`config.mk`:
```
export PLATFORM = sky130hd
export DESIGN_NAME = mvte_ctrl
export DESIGN_NICKNAME = d
export VERILOG_FILES = /design/src/mvte_pkg.sv /design/src/mvte_ctrl.sv
export SDC_FILE = /design/constraint.sdc
export NUM_CORES = 1
export LEC_CHECK = 0
export ABC_CLOCK_PERIOD_IN_PS = 1800
export BUFFER_PORTS_ARGS = -buffer_cell sky130_fd_sc_hd__buf_4
export CAP_MARGIN = 40
export CORE_UTILIZATION = 43
export CTS_CLUSTER_DIAMETER = 50
export DETAILED_ROUTE_END_ITERATION = 7
export PLACE_DENSITY = 0.8
export REMOVE_ABC_BUFFERS = 1
export SETUP_SLACK_MARGIN = 0.05
export SYNTH_ARGS = -nofsm -noshare
export SYNTH_HDL_FRONTEND = slang
export SYNTH_SLANG_ARGS = --single-unit
```
`constraint.sdc`:
```
create_clock -name clk -period 1.8 [get_ports clk]
set_input_delay 0.27 -clock clk [delete_from_list [all_inputs] [get_ports clk]]
set_output_delay 0.27 -clock clk [all_outputs]
set_load 0.005 [all_outputs]
```
`src/mvte_pkg.sv`:
```
// Package for the MAC-based VLAN translation engine.
// Holds the request and status codes, table entry and result types, and the
// command and status structs between controller and datapath. No dependencies.
package mvte_pkg;

    localparam int CLIENT_ENTRIES_DEF  = 64;
    localparam int ROUTER_ENTRIES_DEF  = 16;
    localparam int MAX_FRAME_BYTES_DEF = 2048;

    localparam logic [15:0] TPID_8021Q = 16'h8100;
    localparam logic [47:0] MAC_BCAST  = 48'hFFFF_FFFF_FFFF;

    localparam logic [1:0] REQ_ADD_CLIENT   = 2'd0;
    localparam logic [1:0] REQ_ADD_ROUTER   = 2'd1;
    localparam logic [1:0] REQ_CLIENT_FRAME = 2'd2;
    localparam logic [1:0] REQ_ROUTER_FRAME = 2'd3;

    localparam logic [3:0] ST_TO_ROUTER   = 4'd0;
    localparam logic [3:0] ST_TO_CLIENT   = 4'd1;
    localparam logic [3:0] ST_UNK_SRC     = 4'd2;
    localparam logic [3:0] ST_BAD_TAG     = 4'd3;
    localparam logic [3:0] ST_UNK_DEST    = 4'd4;
    localparam logic [3:0] ST_MISMATCH    = 4'd5;
    localparam logic [3:0] ST_NO_RECEIVER = 4'd6;
    localparam logic [3:0] ST_ADDED       = 4'd7;
    localparam logic [3:0] ST_EXISTS      = 4'd8;
    localparam logic [3:0] ST_FULL        = 4'd9;

    localparam logic [0:0] CFG_FWD_MCAST  = 1'd0;
    localparam logic [0:0] CFG_OUTER_TPID = 1'd1;

    // How a result beat is built.
    localparam logic [1:0] EK_PLAIN   = 2'd0;
    localparam logic [1:0] EK_ROUTER  = 2'd1;
    localparam logic [1:0] EK_CLIENT  = 2'd2;
    localparam logic [1:0] EK_PENDING = 2'd3;

    // Where a plain result takes its client index from.
    localparam logic [1:0] IDX_ZERO  = 2'd0;
    localparam logic [1:0] IDX_SCAN  = 2'd1;
    localparam logic [1:0] IDX_COUNT = 2'd2;

    typedef struct packed {
        logic [47:0] mac;
        logic [11:0] rvlan;
        logic [11:0] ovid;
        logic [11:0] ivid;
    } client_ent_t;

    typedef struct packed {
        logic [47:0] mac;
        logic [11:0] vlan;
    } router_ent_t;

    typedef struct packed {
        logic [3:0]  status;
        logic [15:0] outer_tpid;
        logic [15:0] outer_tci;
        logic        two_tags;
        logic [15:0] inner_tpid;
        logic [15:0] inner_tci;
        logic [11:0] len;
        logic [5:0]  client_index;
        logic        last;
    } result_t;

    typedef struct packed {
        logic       load;
        logic       scan_clr;
        logic       scan_inc;
        logic       cl_add;
        logic       cl_set_rvlan;
        logic       cl_learn;
        logic       rt_add;
        logic       flood_clr;
        logic       flood_take;
        logic       emit;
        logic [1:0] emit_kind;
        logic [1:0] idx_sel;
        logic [3:0] emit_status;
        logic       emit_last;
    } cmd_t;

    typedef struct packed {
        logic [1:0] req;
        logic       cl_end;
        logic       rt_end;
        logic       cl_hit;
        logic       rt_hit;
        logic       cl_full;
        logic       rt_full;
        logic       tag_ok_client;
        logic       tag_ok_router;
        logic       unicast;
        logic       rvlan_eq;
        logic       flood_new;
        logic       pend_valid;
    } stat_t;

endpackage

```
`src/mvte_ctrl.sv`:
```
// Controller state machine for the VLAN translation engine.
// Sequences table scans, updates and result beats; uses mvte_pkg.
module mvte_ctrl (
    input  logic           clk,
    input  logic           rst_n,
    input  logic           start,
    output logic           busy,
    input  mvte_pkg::stat_t st,
    output mvte_pkg::cmd_t  cmd
);

    localparam logic [3:0] S_IDLE = 4'd0;
    localparam logic [3:0] S_DISP = 4'd1;
    localparam logic [3:0] S_CRD  = 4'd2;
    localparam logic [3:0] S_CCMP = 4'd3;
    localparam logic [3:0] S_RRD  = 4'd4;
    localparam logic [3:0] S_RCMP = 4'd5;
    localparam logic [3:0] S_FRD  = 4'd6;
    localparam logic [3:0] S_FCMP = 4'd7;
    localparam logic [3:0] S_FEND = 4'd8;

    logic [3:0] state_reg;
    logic [3:0] state_next;

    always_ff @(posedge clk or negedge rst_n)
    begin
        if (!rst_n)
        begin
            state_reg <= S_IDLE;
        end
        else
        begin
            state_reg <= state_next;
        end
    end

    assign busy = (state_reg != S_IDLE);

    always_comb
    begin
        cmd        = '0;
        state_next = state_reg;
        case (state_reg)
            S_IDLE:
            begin
                if (start)
                begin
                    cmd.load     = 1'b1;
                    cmd.scan_clr = 1'b1;
                    state_next   = S_DISP;
                end
            end
            S_DISP:
            begin
                case (st.req)
                    mvte_pkg::REQ_ADD_ROUTER:
                    begin
                        state_next = S_RRD;
                    end
                    mvte_pkg::REQ_ROUTER_FRAME:
                    begin
                        if (!st.tag_ok_router)
                        begin
                            cmd.emit        = 1'b1;
                            cmd.emit_status = mvte_pkg::ST_BAD_TAG;
                            state_next      = S_IDLE;
                        end
                        else
                        begin
                            state_next = S_RRD;
                        end
                    end
                    default:
                    begin
                        state_next = S_CRD;
                    end
                endcase
            end
            S_CRD:
            begin
                if (st.cl_end)
                begin
                    cmd.emit   = 1'b1;
                    state_next = S_IDLE;
                    case (st.req)
                        mvte_pkg::REQ_ADD_CLIENT:
                        begin
                            if (st.cl_full)
                            begin
                                cmd.emit_status = mvte_pkg::ST_FULL;
                            end
                            else
                            begin
                                cmd.cl_add      = 1'b1;
                                cmd.emit_status = mvte_pkg::ST_ADDED;
                                cmd.idx_sel     = mvte_pkg::IDX_COUNT;
                            end
                        end
                        mvte_pkg::REQ_CLIENT_FRAME:
                        begin
                            cmd.emit_status = mvte_pkg::ST_UNK_SRC;
                        end
                        default:
                        begin
                            cmd.emit_status = mvte_pkg::ST_UNK_DEST;
                        end
                    endcase
                end
                else
                begin
                    state_next = S_CCMP;
                end
            end
            S_CCMP:
            begin
                if (st.cl_hit)
                begin
                    cmd.emit    = 1'b1;
                    cmd.idx_sel = mvte_pkg::IDX_SCAN;
                    state_next  = S_IDLE;
                    case (st.req)
                        mvte_pkg::REQ_ADD_CLIENT:
                        begin
                            cmd.cl_set_rvlan = 1'b1;
                            cmd.emit_status  = mvte_pkg::ST_EXISTS;
                        end
                        mvte_pkg::REQ_CLIENT_FRAME:
                        begin
                            if (!st.tag_ok_client)
                            begin
                                cmd.emit_status = mvte_pkg::ST_BAD_TAG;
                            end
                            else
                            begin
                                cmd.cl_learn  = 1'b1;
                                cmd.emit_kind = mvte_pkg::EK_ROUTER;
                            end
                        end
                        default:
                        begin
                            if (!st.rvlan_eq)
                            begin
                                cmd.emit_status = mvte_pkg::ST_MISMATCH;
                            end
                            else
                            begin
                                cmd.emit_kind = mvte_pkg::EK_CLIENT;
                            end
                        end
                    endcase
                end
                else
                begin
                    cmd.scan_inc = 1'b1;
                    state_next   = S_CRD;
                end
            end
            S_RRD:
            begin
                if (st.rt_end)
                begin
                    cmd.emit   = 1'b1;
                    state_next = S_IDLE;
                    if (st.req == mvte_pkg::REQ_ADD_ROUTER)
                    begin
                        if (st.rt_full)
                        begin
                            cmd.emit_status = mvte_pkg::ST_FULL;
                        end
                        else
                        begin
                            cmd.rt_add      = 1'b1;
                            cmd.emit_status = mvte_pkg::ST_ADDED;
                        end
                    end
                    else
                    begin
                        cmd.emit_status = mvte_pkg::ST_UNK_SRC;
                    end
                end
                else
                begin
                    state_next = S_RCMP;
                end
            end
            S_RCMP:
            begin
                if (!st.rt_hit)
                begin
                    cmd.scan_inc = 1'b1;
                    state_next   = S_RRD;
                end
                else if (st.req == mvte_pkg::REQ_ADD_ROUTER)
                begin
                    cmd.emit        = 1'b1;
                    cmd.emit_status = mvte_pkg::ST_EXISTS;
                    state_next      = S_IDLE;
                end
                else if (st.unicast)
                begin
                    cmd.scan_clr = 1'b1;
                    state_next   = S_CRD;
                end
                else
                begin
                    cmd.scan_clr  = 1'b1;
                    cmd.flood_clr = 1'b1;
                    state_next    = S_FRD;
                end
            end
            S_FRD:
            begin
                state_next = st.cl_end ? S_FEND : S_FCMP;
            end
            S_FCMP:
            begin
                // A copy is held back one step so that the final one can carry last.
                if (st.flood_new)
                begin
                    cmd.flood_take = 1'b1;
                    if (st.pend_valid)
                    begin
                        cmd.emit      = 1'b1;
                        cmd.emit_kind = mvte_pkg::EK_PENDING;
                    end
                end
                cmd.scan_inc = 1'b1;
                state_next   = S_FRD;
            end
            S_FEND:
            begin
                cmd.emit   = 1'b1;
                state_next = S_IDLE;
                if (st.pend_valid)
                begin
                    cmd.emit_kind = mvte_pkg::EK_PENDING;
                    cmd.emit_last = 1'b1;
                end
                else
                begin
                    cmd.emit_status = mvte_pkg::ST_NO_RECEIVER;
                end
            end
            default:
            begin
                state_next = S_IDLE;
            end
        endcase
    end

endmodule

```
### After elaboration in Yosys (flattened, before gate mapping)

Cells that the tools add are included.

* ROM bits: 0
* bits in latches: 0
* memories: 0
* register bits after elaboration: 4
* RAM bits: 0
* logic and storage cells: 88

* muxes and demuxes: 72
* divide/modulo/power cells: 0
* add/subtract/negate cells: 0
* $mul: 0
* equal/unequal tests: 12
* shift-type cells: 0
* reductions and logical operators: 3
* $lt $le $gt $ge: 0
* bitwise logic cells: 0

Operators by type and width (count)
* $mux W4: 11
* $pmux W4 S8: 1
* $mux W1: 30
* $mux W2: 12
* $pmux W4 S2: 3
* $pmux W4 S6: 1
* $mux W3: 6
* $eq A4 B3 Y1 const B: 4
* $mux W9: 1
* $eq A4 B2 Y1 const B: 2
* $pmux W2 S2: 2
* $pmux W1 S7: 1
* $mux W6: 1
* $pmux W2 S3: 1
* $eq A2 B2 Y1 const B: 2
* $eq A4 B1 Y1 const B: 1
* $eq A4 B4 Y1 const B: 1
* $logic_not A4 Y1: 1
* $reduce_bool A4 Y1: 1
* $pmux W1 S3: 1
* $eq A2 B1 Y1 const B: 1
* $logic_not A2 Y1: 1
* $ne A2 B2 Y1 const B: 1
* $pmux W1 S2: 1

### Longest topological paths before layout

* depth after elaboration: 4
* gate-level depth with buffers: 5

### Worst setup path after synthesis

Ideal clock, no wire load.

* kind: reg-to-output
* start: register state_reg[2]
* end: output cmd[7] (netlist name)
* stages on the path, launching flop included: 6
* slack: 0.084 ns
* data arrival time: 1.446 ns
* cells stage by stage: dfrtp_1 > buf_6 > or3b_4 > or2_4 > nor3_4 > nand2b_1

RTL lines
* start, declared: line mvte_ctrl.sv:22 `logic [3:0] state_reg;`
* start signal, assigned: line mvte_ctrl.sv:33 `state_reg <= state_next;`
* end, declared: line mvte_ctrl.sv:9 `output mvte_pkg::cmd_t cmd`

==> flow_summary.yaml <==
drt:
  ant_nets: 0
  routed_wirelength_um: 4320
  vias_after_detailed_routing: 1223
  drt_pre_antenna_iters: 5
  drcViolationCount: 0
  vias_per_cell: 7.24
  dr.first_iter.drc_count: 97
  drt-wirelength-per-cell_um: 25.6
yosys:
  top_reg_cell_synth: "sky130_fd_sc_hd__dfrtp_1"
  number_of_synthesized_register_bits: 4
  synth_edf_count: 0
  post_synth_num_cell_types: 41
  post_synthesis_mux_area_share: 0
  ys_seq_area_frac: 0.152
  synth_adder_area_share: 0
  postSynthAreaPerCell_um2: 7.18
  synth.yosys.warnings: 0
  synth_xor_xnor_area_share: 0
  synth.top_cell.area_share: 0.152
  synthSimpleGateAreaFrac: 0.528
  synth_compound_area_frac: 0.252
  synth_async_sr_flop_share: 1.00
  synth_top_family_by_area: "simple AND/OR/NAND/NOR gates"
  post_synth_inst_count: 92
  netlist_area_before_placement_um2: 661
  synth_area_leaders: "sky130_fd_sc_hd__dfrtp_1 15%, sky130_fd_sc_hd__o21ai_0 6.1%, sky130_fd_sc_hd__nor2_1 5.1%"
  synth_most_common_cell: "sky130_fd_sc_hd__nor2_1"
  post-synth-top-area-cell: "sky130_fd_sc_hd__dfrtp_1"
  synth.cells.most_frequent: "9 x sky130_fd_sc_hd__nor2_1, 8 x sky130_fd_sc_hd__o21ai_0, 7 x sky130_fd_sc_hd__nand2_1"
place:
  dpl_cell_area_um2: 1080
  port_buffers: 36
  dpl_worst_slack_ps: -69.9
  place_congestion: 0.946
  dp.final_hpwl_um: 1950
final_layout:
  nFillCells: 27
  layout.cell_area.non_filler_um2: 1320
  antenna_cells: 0
  multiInputGateArea_um2: 658
  layout-drive-gt1-share: 0.682
  synthToLayoutAreaGrowth_pct: 99.2
  largest_reg_flops: 4
  area.sequential_um2: 104
  layout.nets: 173
worst_setup_path:
  critPathLaunchType: "register"
  worst-setup-path-type: "reg -> out"
  worstPathArrival_ps: 1980
  crit_required_ps: 1530
  worst-path-max-fanout: 6
  reg2reg_from: "state_reg[1]"
  worstRegToRegCells: 5
  critical_path.reg2reg.endpoint: "state_reg[2]"
  critical_path_endpoint_category: "output port"
  worst-r2r-setup-slack_ps: 180
sta:
  timing.final.hold_violations: 0
  slew_headroom: 0.671
  final.setup.worst_slack_ps: -447
  achievable-frequency_mhz: 445
  final.hold.worst_slack_ps: 325
  tightest_slew_ps: 490
  drv_slew: 0
  final_min_period_over_clock_period: 1.25
  unrepaired_setup_endpoints_after_global_routing: "yes"
  final_critical_delay_including_setup_and_external_delays_ps: 2250
  timing.final.setup_violations: 15
  fin_skew_ps: 5.44
outcome:
  status: "finished, violations left"
  violations: "negative setup slack"
power_and_ir_drop:
  peakVddDrop_mv: 0.883
  power.density_nw_per_um2: 1160
  total_leakage_power_nw: 0.606
  power_w: 0.00153
cts:
  number_of_buffers_created_by_cts: 3
  cts.htree.levels: 1
  clock_tree_from_tritoncts: "yes"
  clock-root-buffer: "sky130_fd_sc_hd__clkbuf_4"
  clkSlewWorstSetupHoldPaths_ps: 60
  cts-root-to-sink-buffers: 2
  clkSinkCount: 4
  worstSkewPairLatency_ps: 270
min_path:
  min-delay-start: "start"
  hold_crit_depth: 2
  hold_end: "state_reg[0]"
  hold_class: "in -> reg"
global_routing:
  globalRouteOverflowTotal: 0
  first_global_vias: 963
  maximum_number_of_pins_on_one_net_before_global_route_repair: 12
  antenna_found_initial: 0
  gr-usage-all-layers: 0.402
  grt_first_pass_wirelength_um: 4200
die:
  die_y_um: 41.2
  die-area_um2: 1700
  fp.coreArea_um2: 1370
  die-width_um: 41.2
  fp-row-count: 13
  floorplan.initialDensity: 0.484
  io-pin-count: 37
job:
  max_cap_violations: 0
==> cells by family (layout without fill, tap and decap cells) <==
family	count (synthesis)	after routing
buf+inv	9	71
compound gates	25	25
flops	4	4
simple gates	54	54
==> where the power goes <==
part	internal [W]	switching [W]
registers	0.000125	0.0000600
clock network	0.0000769	0.0000702
logic	0.000606	0.000594
total	0.000808	0.000724
==> final cells by class <==
cell class	instances	area share
multi-input combinational	79	0.500
timing repair buffer	65	0.381
sequential	4	0.0789
clock buffer	3	0.0171
tap	15	0.0143
inverter	3	0.00856
==> per-stage QoR <==
| stage | TNS, ps | utilization | std cells |
|---|---|---|---|
| global route | -5560 | 0.963 | 169 |
| CTS | -2890 | 0.914 | 168 |
| finish | -4540 | 0.963 | 169 |
| floorplan | 0 | - | 86 |
| detailed placement | -172 | 0.791 | 159 |
| global placement | -40.6 | 0.791 | 159 |
==> cells in the final DEF, fill, tap and decap left out, types with 3 or more instances in the layout <==
| cell | n |
|---|---|
| sky130_fd_sc_hd__buf_6 | 3 |
| sky130_fd_sc_hd__nor4_2 | 3 |
| sky130_fd_sc_hd__nand2_1 | 7 |
| sky130_fd_sc_hd__nor3_1 | 3 |
| sky130_fd_sc_hd__buf_4 | 61 |
| sky130_fd_sc_hd__nor2_2 | 3 |
| sky130_fd_sc_hd__o21ai_0 | 6 |
| sky130_fd_sc_hd__nand2b_1 | 4 |
| sky130_fd_sc_hd__clkbuf_4 | 3 |
| sky130_fd_sc_hd__nor2b_1 | 3 |
| sky130_fd_sc_hd__nor3_4 | 3 |
| sky130_fd_sc_hd__nor2_1 | 4 |
| sky130_fd_sc_hd__dfrtp_2 | 3 |
==> metal layers <==
metal  vias up  wire length, um  global-route usage
li1        475                -                   -
met1       532             1400               0.424
met2       157             1860               0.680
met3        59              607               0.103
met4         0              452               0.290
met5         -                0                   0
==> worst max-delay path, stage by stage, from the launching register on <==
cell and delay (ps):
sky130_fd_sc_hd__dfrtp_2 460, sky130_fd_sc_hd__buf_4 180, sky130_fd_sc_hd__nand3b_1 210, sky130_fd_sc_hd__nor3_1 410, sky130_fd_sc_hd__a222oi_1 180, sky130_fd_sc_hd__nand3_1 150
sky130_fd_sc_hd__buf_4 120
==> timing repair <==
| action | 4_1_cts | 5_1_grt |
|---|---|---|
| endpoints found under the setup margin | 16 | 18 |
| pin swaps | 9 | 7 |
| endpoints found under the hold margin | 4 | 0 |
| buffers inserted | 5 | 1 |
| hold buffers | 1 | 0 |
| resized for setup | 25 | 15 |
==> how the worst max path moves through the flow <==
stage,start,to,cells after the start,slack [ps]
3_3_place_gp,state_reg[2],cmd[7],6,-20
3_5_place_dp,state_reg[1],cmd[2],5,-70
6_report,state_reg[1],cmd[9],6,-450
2_1_floorplan,state_reg[1],cmd[7],4,60
5_1_grt,state_reg[0],cmd[9],6,-690
4_1_cts,state_reg[2],cmd[3],5,-270
No activity file was read; power rests on OpenSTA's default activity.
